### src/design/stq_pkg.sv
// Shared types, sizes and codes for the sorted timer queue.
`default_nettype none
package stq_pkg;

  localparam int MAX_TIMERS = 16;
  localparam int TIME_BITS  = 32;
  localparam int ID_W       = 4;
  localparam int ID_COUNT   = 1 << ID_W;
  localparam int FIELD_W    = 32;
  localparam int IVL_W      = (TIME_BITS > FIELD_W) ? TIME_BITS : FIELD_W;
  localparam int CNT_W      = $clog2(MAX_TIMERS + 1);

  localparam logic KIND_TICK = 1'b0;
  localparam logic KIND_ARM  = 1'b1;

  localparam logic [1:0] ST_NONE     = 2'd0;
  localparam logic [1:0] ST_EXPIRED  = 2'd1;
  localparam logic [1:0] ST_ARMED    = 2'd2;
  localparam logic [1:0] ST_REJECTED = 2'd3;

  typedef struct packed {
    logic               kind;
    logic [ID_W-1:0]    timer_id;
    logic [FIELD_W-1:0] first_delay;
    logic [FIELD_W-1:0] period;
  } req_t;

  typedef struct packed {
    logic [1:0]         status;
    logic [ID_W-1:0]    timer_id_res;
    logic [FIELD_W-1:0] fire_time;
  } rsp_t;

  typedef struct packed {
    logic [TIME_BITS-1:0] deadline;
    logic [ID_W-1:0]      id;
  } entry_t;

  typedef struct packed {
    logic                 pop;
    logic                 ins;
    logic [TIME_BITS-1:0] now_time;
    logic [IVL_W-1:0]     interval;
    entry_t               new_entry;
  } cell_ctrl_t;

endpackage
`default_nettype wire

### src/design/stq_cell.sv
// One list slot: holds an entry, shifts toward the head on pop, opens a gap on insert.
`default_nettype none
module stq_cell (
  input  wire logic                clk,
  input  wire stq_pkg::cell_ctrl_t ctrl,
  input  wire logic                occ,
  input  wire logic                found_in,
  output logic                     found_out,
  input  wire stq_pkg::entry_t     prev,
  input  wire stq_pkg::entry_t     next,
  output stq_pkg::entry_t          q
);

  logic [stq_pkg::TIME_BITS-1:0] remain;
  logic                          gt;
  logic                          here;

  always_comb begin
    remain    = q.deadline - ctrl.now_time;
    gt        = stq_pkg::IVL_W'(remain) > ctrl.interval;
    here      = !found_in && (!occ || gt);
    found_out = found_in || !occ || gt;
  end

  always_ff @(posedge clk) begin
    if (ctrl.pop) begin
      q <= next;
    end else if (ctrl.ins) begin
      if (found_in) begin
        q <= prev;
      end else if (here) begin
        q <= ctrl.new_entry;
      end
    end
  end

endmodule
`default_nettype wire

### src/design/sorted_timer_queue_unit.sv
// Top level: sequencer, timer table and the chain of list cells.
//
//   channel  payload  direction  handshake
//   req      req_t    in         req_valid / req_stall
//   rsp      rsp_t    out        rsp_valid / rsp_stall
//
// An arm beat steps from accept through check, insert and result; a rejected arm
// goes from check to result, a tick without expiry from tick to result, and an
// expiring tick through pop, reinsert and result. Insert compares all cells
// against the new interval at once; the cell chain shifts one slot per pop or insert.
// rst clears time, count, active flags and handshake state; list cells are not reset.
// A held result does not block the next request beat.
`default_nettype none
module sorted_timer_queue_unit (
  input  wire logic            clk,
  input  wire logic            rst,
  input  wire logic            req_valid,
  output logic                 req_stall,
  input  wire stq_pkg::req_t   req,
  output logic                 rsp_valid,
  input  wire logic            rsp_stall,
  output stq_pkg::rsp_t        rsp
);

  localparam logic [2:0] S_IDLE = 3'd0;
  localparam logic [2:0] S_TICK = 3'd1;
  localparam logic [2:0] S_ARM  = 3'd2;
  localparam logic [2:0] S_INS  = 3'd3;
  localparam logic [2:0] S_DONE = 3'd4;

  logic [2:0]                       state;
  stq_pkg::req_t                    cur;
  logic [stq_pkg::TIME_BITS-1:0]    now_time;
  logic [stq_pkg::TIME_BITS-1:0]    now_next;
  logic [stq_pkg::CNT_W-1:0]        entry_count;
  logic [stq_pkg::ID_COUNT-1:0]     timer_active;
  logic [stq_pkg::FIELD_W-1:0]      timer_period [stq_pkg::ID_COUNT];
  logic [stq_pkg::IVL_W-1:0]        interval;
  logic [stq_pkg::ID_W-1:0]         ins_id;
  stq_pkg::rsp_t                    pend;

  stq_pkg::cell_ctrl_t              ctrl;
  stq_pkg::entry_t                  cell_q [stq_pkg::MAX_TIMERS];
  logic [stq_pkg::MAX_TIMERS:0]     found;
  logic [stq_pkg::MAX_TIMERS-1:0]   occ;

  logic [stq_pkg::TIME_BITS-1:0]    diff;
  logic                             expired;
  logic [63:0]                      now_wide;
  logic [stq_pkg::FIELD_W-1:0]      arm_ivl;
  logic                             arm_ok;

  always_comb begin
    now_next = now_time + stq_pkg::TIME_BITS'(1);
    diff     = now_next - cell_q[0].deadline;
    expired  = (entry_count != '0) && !diff[stq_pkg::TIME_BITS-1];
    now_wide = 64'(now_next);
    arm_ivl  = (cur.first_delay != '0) ? cur.first_delay : cur.period;
    arm_ok   = !timer_active[cur.timer_id] &&
               (entry_count != stq_pkg::CNT_W'(stq_pkg::MAX_TIMERS));
  end

  always_comb begin
    ctrl                    = '0;
    ctrl.pop                = (state == S_TICK) && expired;
    ctrl.ins                = (state == S_INS);
    ctrl.now_time           = now_time;
    ctrl.interval           = interval;
    ctrl.new_entry.deadline = now_time + stq_pkg::TIME_BITS'(interval);
    ctrl.new_entry.id       = ins_id;
  end

  assign found[0]  = 1'b0;
  assign req_stall = (state != S_IDLE);

  for (genvar i = 0; i < stq_pkg::MAX_TIMERS; i++) begin : g_cell
    stq_pkg::entry_t prev_e;
    stq_pkg::entry_t next_e;

    assign occ[i] = entry_count > stq_pkg::CNT_W'(i);

    if (i == 0) begin : g_first
      assign prev_e = ctrl.new_entry;
    end else begin : g_mid
      assign prev_e = cell_q[i-1];
    end

    if (i == stq_pkg::MAX_TIMERS - 1) begin : g_last
      assign next_e = cell_q[i];
    end else begin : g_body
      assign next_e = cell_q[i+1];
    end

    stq_cell u_cell (
      .clk       (clk),
      .ctrl      (ctrl),
      .occ       (occ[i]),
      .found_in  (found[i]),
      .found_out (found[i+1]),
      .prev      (prev_e),
      .next      (next_e),
      .q         (cell_q[i])
    );
  end

  always_ff @(posedge clk) begin
    if (rst) begin
      state        <= S_IDLE;
      now_time     <= '0;
      entry_count  <= '0;
      timer_active <= '0;
      rsp_valid    <= 1'b0;
    end else begin
      if (rsp_valid && !rsp_stall && (state != S_DONE)) begin
        rsp_valid <= 1'b0;
      end
      unique case (state)
        S_IDLE: begin
          if (req_valid) begin
            cur   <= req;
            state <= (req.kind == stq_pkg::KIND_ARM) ? S_ARM : S_TICK;
          end
        end
        S_TICK: begin
          now_time <= now_next;
          if (expired) begin
            entry_count       <= entry_count - stq_pkg::CNT_W'(1);
            ins_id            <= cell_q[0].id;
            interval          <= stq_pkg::IVL_W'(timer_period[cell_q[0].id]);
            pend.status       <= stq_pkg::ST_EXPIRED;
            pend.timer_id_res <= cell_q[0].id;
            pend.fire_time    <= now_wide[stq_pkg::FIELD_W-1:0];
            state             <= S_INS;
          end else begin
            pend  <= '0;
            state <= S_DONE;
          end
        end
        S_ARM: begin
          pend.timer_id_res <= cur.timer_id;
          pend.fire_time    <= '0;
          if (arm_ok) begin
            timer_active[cur.timer_id] <= 1'b1;
            timer_period[cur.timer_id] <= cur.period;
            ins_id                     <= cur.timer_id;
            interval                   <= stq_pkg::IVL_W'(arm_ivl);
            pend.status                <= stq_pkg::ST_ARMED;
            state                      <= S_INS;
          end else begin
            pend.status <= stq_pkg::ST_REJECTED;
            state       <= S_DONE;
          end
        end
        S_INS: begin
          entry_count <= entry_count + stq_pkg::CNT_W'(1);
          state       <= S_DONE;
        end
        S_DONE: begin
          if (!rsp_valid || !rsp_stall) begin
            rsp       <= pend;
            rsp_valid <= 1'b1;
            state     <= S_IDLE;
          end
        end
        default: begin
          state <= S_IDLE;
        end
      endcase
    end
  end

endmodule
`default_nettype wire
### config.mk
export PLATFORM = sky130hd
export DESIGN_NAME = sorted_timer_queue_unit
export DESIGN_NICKNAME = d
export VERILOG_FILES = /design/src/design/stq_pkg.sv /design/src/design/stq_cell.sv /design/src/design/sorted_timer_queue_unit.sv
export SDC_FILE = /design/constraint.sdc
export NUM_CORES = 2
export LEC_CHECK = 0
export BUFFER_PORTS_ARGS = -buffer_cell sky130_fd_sc_hd__buf_4
export CAP_MARGIN = 20
export CELL_PAD_IN_SITES_DETAIL_PLACEMENT = 0
export CELL_PAD_IN_SITES_GLOBAL_PLACEMENT = 1
export CORE_MARGIN = 2
export CORE_UTILIZATION = 48
export CTS_BUF_LIST = sky130_fd_sc_hd__clkbuf_16
export CTS_CLUSTER_DIAMETER = 150
export DETAILED_ROUTE_END_ITERATION = 10
export PLACE_DENSITY = 0.78
export RECOVER_POWER = 100
export SYNTH_ARGS = -nofsm -noshare
export SYNTH_HDL_FRONTEND = slang
export SYNTH_SLANG_ARGS = --single-unit
### constraint.sdc
create_clock -name clk -period 10.2 [get_ports clk]
set_clock_uncertainty 0.15 [all_clocks]
set_input_delay 1.53 -clock clk [delete_from_list [all_inputs] [get_ports clk]]
set_output_delay 1.53 -clock clk [all_outputs]
set_load 0.05 [all_outputs]
======== Word level (Yosys, flattened, before mapping) ========
Memories as Yosys holds them, arrays and structs flattened. A register that Yosys moved wholly into a read port is not among the register bits.
Index checks and enable logic that the tools add are counted.
word-level totals
  memories kept ........................... 1
  bits in latches ......................... 0
  output and inout bits ................... 40
  word-level logic and storage cells ...... 355
  ROM bits ................................ 0
  memory bits (writable) .................. 512
  input port bits ......................... 73
  register bits after elaboration ......... 813
memory list
  memory        words  width  rd ports  clocked after Yosys merged registers in  wr ports  line                           text
  timer_period  16     32     1         1                                        1         sorted_timer_queue_unit.sv:37  logic [stq_pkg::FIELD_W-1:0] timer_period [stq_pkg::ID_COUNT];
operators by class
  bitwise operators ....................... 3
  div/mod/pow operators ................... 0
  equality and inequality tests ........... 10
  $mul .................................... 0
  add/sub/neg operators ................... 21
  reduce and logical (&&, ||, !) cells .... 147
  muxes and demuxes ....................... 91
  shifts and indexed selects .............. 0
  order comparisons ....................... 34
operators with widths
  cell                   count
  $mux 36                61
  $sub 32x32->32         17
  $gt 32x32->1           16
  $mux 32                3
  $pmux 38 s2            1
  $pmux 32 s2            1
  $logic_or 1x1->1       45
  $reduce_bool 3->1      15
  $gt 5x4->1 const B     8
  $reduce_and 2->1       19
  $mux 37                1
  $logic_not 1->1        35
  $add 32x1->32 const B  1
  $add 32x32->32         1
  $reduce_bool 32->1     1
  $logic_and 1x1->1      21
  $gt 5x3->1 const B     4
  $or 16x16->16          1
  $pmux 3 s5             1
  $mux 3                 4
  $mux 4                 3
  $gt 5x1->1 const B     2
  $gt 5x2->1 const B     2
  $mux 1                 10
  22 further kinds       33

======== Longest topological paths before layout ========
  depth after elaboration ................. 35
  mapped depth ............................ 32
  gate-level depth less buffers ........... 29

======== By module ========
From an unflattened synthesis, not the netlist that was laid out.
unflattened totals
  cell total of the unflattened synthesis .. 10455
  area, all modules ....................... 102689.7 µm²
modules (own cells, without submodules)
  module                             times used  area an instance (µm²)  cells an instance  sequential area each (µm²)
  sorted_timer_queue_unit            1           30914.6                 1792               21921.0
  stq_cell at g_cell[12].u_cell ...  6           4518.1                  545                1081.0
  stq_cell at g_cell[4].u_cell ...   6           4479.3                  542                1081.0
  stq_cell at g_cell[0].u_cell ...   3           4436.8                  533                1081.0
  stq_cell at g_cell[3].u_cell       1           4480.5                  542                1081.0

======== Worst setup path after synthesis ========
No wires, ideal clock.
  kind .................................... register -> register
  start point ............................. register now_time[1] (netlist bit)
  end point ............................... register g_cell[7].u_cell.q[0] (netlist bit), enable pin
  arrival ................................. 8.801 ns
  clock period less this slack ............ 9.431 ns
  setup time .............................. 0.479 ns
  path slack .............................. 0.769 ns
  cell stages (with the launch flop) ...... 29
  buffers on the path ..................... 3
  required time ........................... 9.571 ns
  cell sequence ........................... dfxtp_1 -> inv_1 -> fa_1 -> a211oi_1 -> o21ai_1 -> o21ba_2 -> o31ai_1 -> o211ai_1 -> a21oi_2 -> a21oi_1 -> a41o_1 -> o41ai_2 -> o211ai_1 -> a21oi_1 -> xnor2_1 -> ha_1 -> nand4_1 -> or2_2 -> nor3_1 -> nor4_1 -> a31oi_1 -> a21boi_2 -> nor3_2 -> and4_1 -> buf_6 -> and2_1 -> buf_6 -> buf_8 -> o21ai_0
between the ends
  longest elaborated chain between the ends .. 19
  elaborated cells between the ends (all ways) .. 40
  classes of those cells .................. add/sub: 10; order compare: 8; reduce/logical: 22
ends and longest elaborated chain
  what                            line                            text
  start: declaration              sorted_timer_queue_unit.sv:33   logic [stq_pkg::TIME_BITS-1:0] now_time;
  start signal: assignment        sorted_timer_queue_unit.sv:125  now_time <= now_next;
  $sub 32x32->32                  stq_cell.sv:19                  remain = q.deadline - ctrl.now_time;
  $gt 32x32->1                    stq_cell.sv:20                  gt = stq_pkg::IVL_W'(remain) > ctrl.interval;
  $logic_or 1x1->1 (13 in a row)  stq_cell.sv:22                  found_out = found_in || !occ || gt;
  $logic_not 1->1                 stq_cell.sv:21                  here = !found_in && (!occ || gt);
  $logic_and 1x1->1               stq_cell.sv:21
  $reduce_bool 3->1 (no line)     --
  $reduce_and 2->1 (no line) (*)  --
  end signal: assignment          stq_cell.sv:27                  q <= next;
  end signal: assignment          stq_cell.sv:30                  q <= prev;
  end signal: assignment          stq_cell.sv:32                  q <= ctrl.new_entry;
  end: declaration                stq_cell.sv:11                  output stq_pkg::entry_t q
Every way passes the cells marked *; elsewhere a longest branch is shown, timed or not.
A chain may end at the register's enable or synchronous reset.

======== Final worst setup path ========
  start point ............................. register now_time[0] (netlist bit)
  end point ............................... register g_cell[14].u_cell.q[5] (netlist bit), enable pin
between the ends
  longest elaborated chain between the ends .. 33
  elaborated cells between the ends (all ways) .. 68
  classes of those cells .................. add/sub: 17; order compare: 15; reduce/logical: 36
ends and longest elaborated chain
  what                            line
  $sub 32x32->32                  stq_cell.sv:19
  $gt 32x32->1                    stq_cell.sv:20
  $logic_or 1x1->1 (27 in a row)  stq_cell.sv:22
  $logic_not 1->1                 stq_cell.sv:21
  $logic_and 1x1->1               stq_cell.sv:21
  $reduce_bool 3->1 (no line)     --
  $reduce_and 2->1 (no line) (*)  --
  end signal: assignment          stq_cell.sv:27
  end signal: assignment          stq_cell.sv:30
  end signal: assignment          stq_cell.sv:32
  end: declaration                stq_cell.sv:11
Marked as above.

==> metrics.md <==
| Metric | Value |
|---|---|
| Req. time, crit path | `10.48 ns` |
| Diode count | `0` |
| Inst Count DP | `11198` |
| Leakage | `38.3 nW` |
| Initial antenna violation count | `1` |
| Post-CTS sizing | `0` |
| CTS Sinks | `1329` |
| TritonRoute pass-1 iters | `8` |
| Clk root buf | `clkbuf_16` |
| # rows | `161` |
| Max-slew violations | `1427` |
| Nets | `9991` |
| Ys async rst share | `0` |
| Yosys cell types | `102` |
| Leading area contributor after synthesis | `edfxtp_1` |
| Chip width | `445 um` |
| Fmax | `102 MHz` |
| CP dominant cell by count | `a211oi_1` |
| Mapped Cells | `8676` |
| Post-detailed-route wirelength per cell | `25.7 um` |
| Synth-to-Final Area Change | `9.49%` |
| Global-route wire length before repair | `439 mm` |
| WL met1 | `121 mm` |
| Core Util, Final | `0.530` |
| Post-synthesis cell area | `93400 um^2` |
| Post-synthesis sequential area ratio | `0.421` |
| FILL cells | `16838` |
| Post-CTS repair timing setup buffer count | `0` |
| Yosys warns | `0` |
| CTS buffer count | `150` |
| TritonCTS clock tree | `done` |
| Io pins | `113` |
| Pwr Total | `13.7 mW` |
| Largest net degree at the start of global routing | `215` |
| Arr. time, crit path | `10.09 ns` |
| Mean post-synth cell area | `10.8 um^2` |
| RSZ-0062 raised after global routing | `false` |
| Post-synth top flop | `edfxtp_1` |
| Routed Antenna Nets | `0` |
| Metal3 WL | `16.2 mm` |
| Maximum Capacitance Violations | `38` |
| Place WS | `0.797 ns` |
| H-tree lvl count | `4` |
| WL met2 | `143 mm` |
| DRT iter0 DRCs | `6141` |
| DR vias | `70821` |
| Worst Setup End Kind | `flop` |
| Crit-path max FO | `36` |
| Critical setup path kind | `reg -> reg` |
| Global route overflow | `0` |
| Minimum clock period | `9.81 ns` |
| Routed wire length | `295 mm` |
| Area contributors post-synth | `edfxtp_1 (41%), ha_1 (14%), mux2i_1 (5.0%), mux4_2 (4.0%), xnor2_1 (3.7%)` |
| Bufs on Longest Clock Path | `3` |
| CP max-delay cell | `dfxtp_1` |
| Synth Net Count | `9842` |
| Top cell type's share of synthesized area | `0.408` |
| Synth Register Bits | `1329` |
| Die ar. | `198000 um^2` |
| Most frequent cells in the layout | `edfxtp_1 (1268), ha_1 (1076), nand2_1 (913)` |
| GRT Resource Usage Total | `0.292` |
| Status | `finished with violations` |
| DR DRC count | `0` |
| Startpoint types | `flop` |
| Final Cell Area | `102000 um^2` |
| Setup TNS | `0 ns` |
| Pwr Density | `134 nW/um^2` |
| Reg clk slew, reported paths | `0.07 ns` |
| Post-route setup slack | `0.386 ns` |
| Final cell count without fillers | `11477` |
| Slew @ Worst Pin | `4.12 ns` |
| Most common cell after layout, fill and taps aside | `edfxtp_1` |
| Storage cell area | `39300 um^2` |
| Final Cycle Share | `0.962` |
| Slowest stage delay, CP | `0.67 ns` |
| # port buffers | `112` |
| Endpoints failing setup | `0` |
| Final Hold Viols | `0` |
| Multi-input logic area | `51800 um^2` |
| Number of synthesized flops with an enable pin | `1268` |
| Vias/cell | `6.17` |
| Top sig layer | `met5` |
| Layout cells sized above 1 | `0.0830` |
| Placed cell area | `97800 um^2` |
| Vias in the first global route | `71522` |
| Worst VDD drop | `0.192 mV` |
| DP HPWL | `221 mm` |
| Gpl congestion | `0.940` |
| Area of the core | `193000 um^2` |
| Hold Path Class | `reg -> reg` |
| Rel. slew slack | `-1.75` |
| Initial Utilization | `0.484` |
| WHS | `0.269 ns` |
| Cts-stage hold buffer count | `0` |
| Chip Height | `445 um` |
| Clk_lat worst skew | `0.85 ns` |
| Failing checks | `max-capacitance violations, max-slew violations` |
## registers in the layout, indices dropped and copies added, names as in the netlist, named ones only
name,cells
ins_id,4
rsp,38
timer_period,512
entry_count,5
now_time,32
pend,38
interval,32
rsp_valid,1
cur,68
state,3
timer_active,16
g_cell.u_cell.q,576
## critical path: cells and delay by family (launching register included)
family / cells / cell delay [ns]
xor+xnor: 1 / 0.15
fa+ha+maj: 3 / 0.95
compound gates: 15 / 4.74
buf+inv: 3 / 0.63
flops: 1 / 0.67
simple gates: 7 / 2.04
## power by group
| part | internal (mW) | switching (mW) | total, mW | leakage [nW] |
|---|---|---|---|---|
| registers | 6.15 | 0.153 | 6.30 | 11.9 |
| clock network | 3.09 | 2.44 | 5.53 | 2.53 |
| logic | 0.726 | 1.18 | 1.91 | 23.8 |
## area by class of cell
type,instances,share of cell area
Sequential cell,1329,0.384
Inverter,257,0.00943
Clock inverter,126,0.0121
Clock buffer,152,0.0372
Tap cell,2526,0.0309
Multi-Input combinational cell,6787,0.506
Timing Repair Buffer,300,0.0198
## synthesized netlist by cell type (all sizes together), types with 17 or more instances
| cell | instances |
|---|---|
| clkbuf | 177 |
| nor3 | 106 |
| nand4 | 144 |
| or2 | 29 |
| and4 | 26 |
| mux4 | 165 |
| nand2 | 915 |
| o21a | 126 |
| dfxtp | 61 |
| fa | 17 |
| mux2i | 465 |
| a211oi | 56 |
| nor4 | 36 |
| nor2b | 105 |
| a2111oi | 21 |
| a21oi | 568 |
| o21bai | 44 |
| nand2b | 100 |
| and3 | 85 |
| nor2 | 457 |
| and2 | 29 |
| inv | 256 |
| or3 | 39 |
| nand3 | 96 |
| buf | 126 |
| a31oi | 71 |
| xnor2 | 393 |
| o31ai | 28 |
| o211ai | 32 |
| a21o | 332 |
| edfxtp | 1268 |
| mux2 | 40 |
| ha | 1076 |
| xor2 | 137 |
| o21ai | 824 |
| o22ai | 23 |
## path summary, 6_finish.rpt
path / to / cells past startpoint / slack [ns] / startpoint
worst max-delay path: g_cell[14].u_cell.q[5] / 29 / 0.39 / now_time[0]
worst min-delay path: rsp[29] / 0 / 0.27 / pend[29]
worst max register to register: g_cell[14].u_cell.q[5] / 29 / 0.39 / now_time[0]
worst min register to register: rsp[29] / 0 / 0.27 / pend[29]
## routing by layer
layer,GRT usage,vias to the layer above
li1,-,33118
met1,0.369,34714
met2,0.500,2401
met3,0.0318,586
met4,0.139,2
met5,0,-
## kinds of logic after synthesis
group	share of synthesized area
buffers and inverters	0.0265
AO/OA/AOI/OAI	0.151
XOR/XNOR	0.0497
AND/OR/NAND/NOR	0.110
multiplexers	0.0951
adder cells (fa/ha/maj)	0.148
flip-flops	0.421
Power figures use the tool's default switching activity.
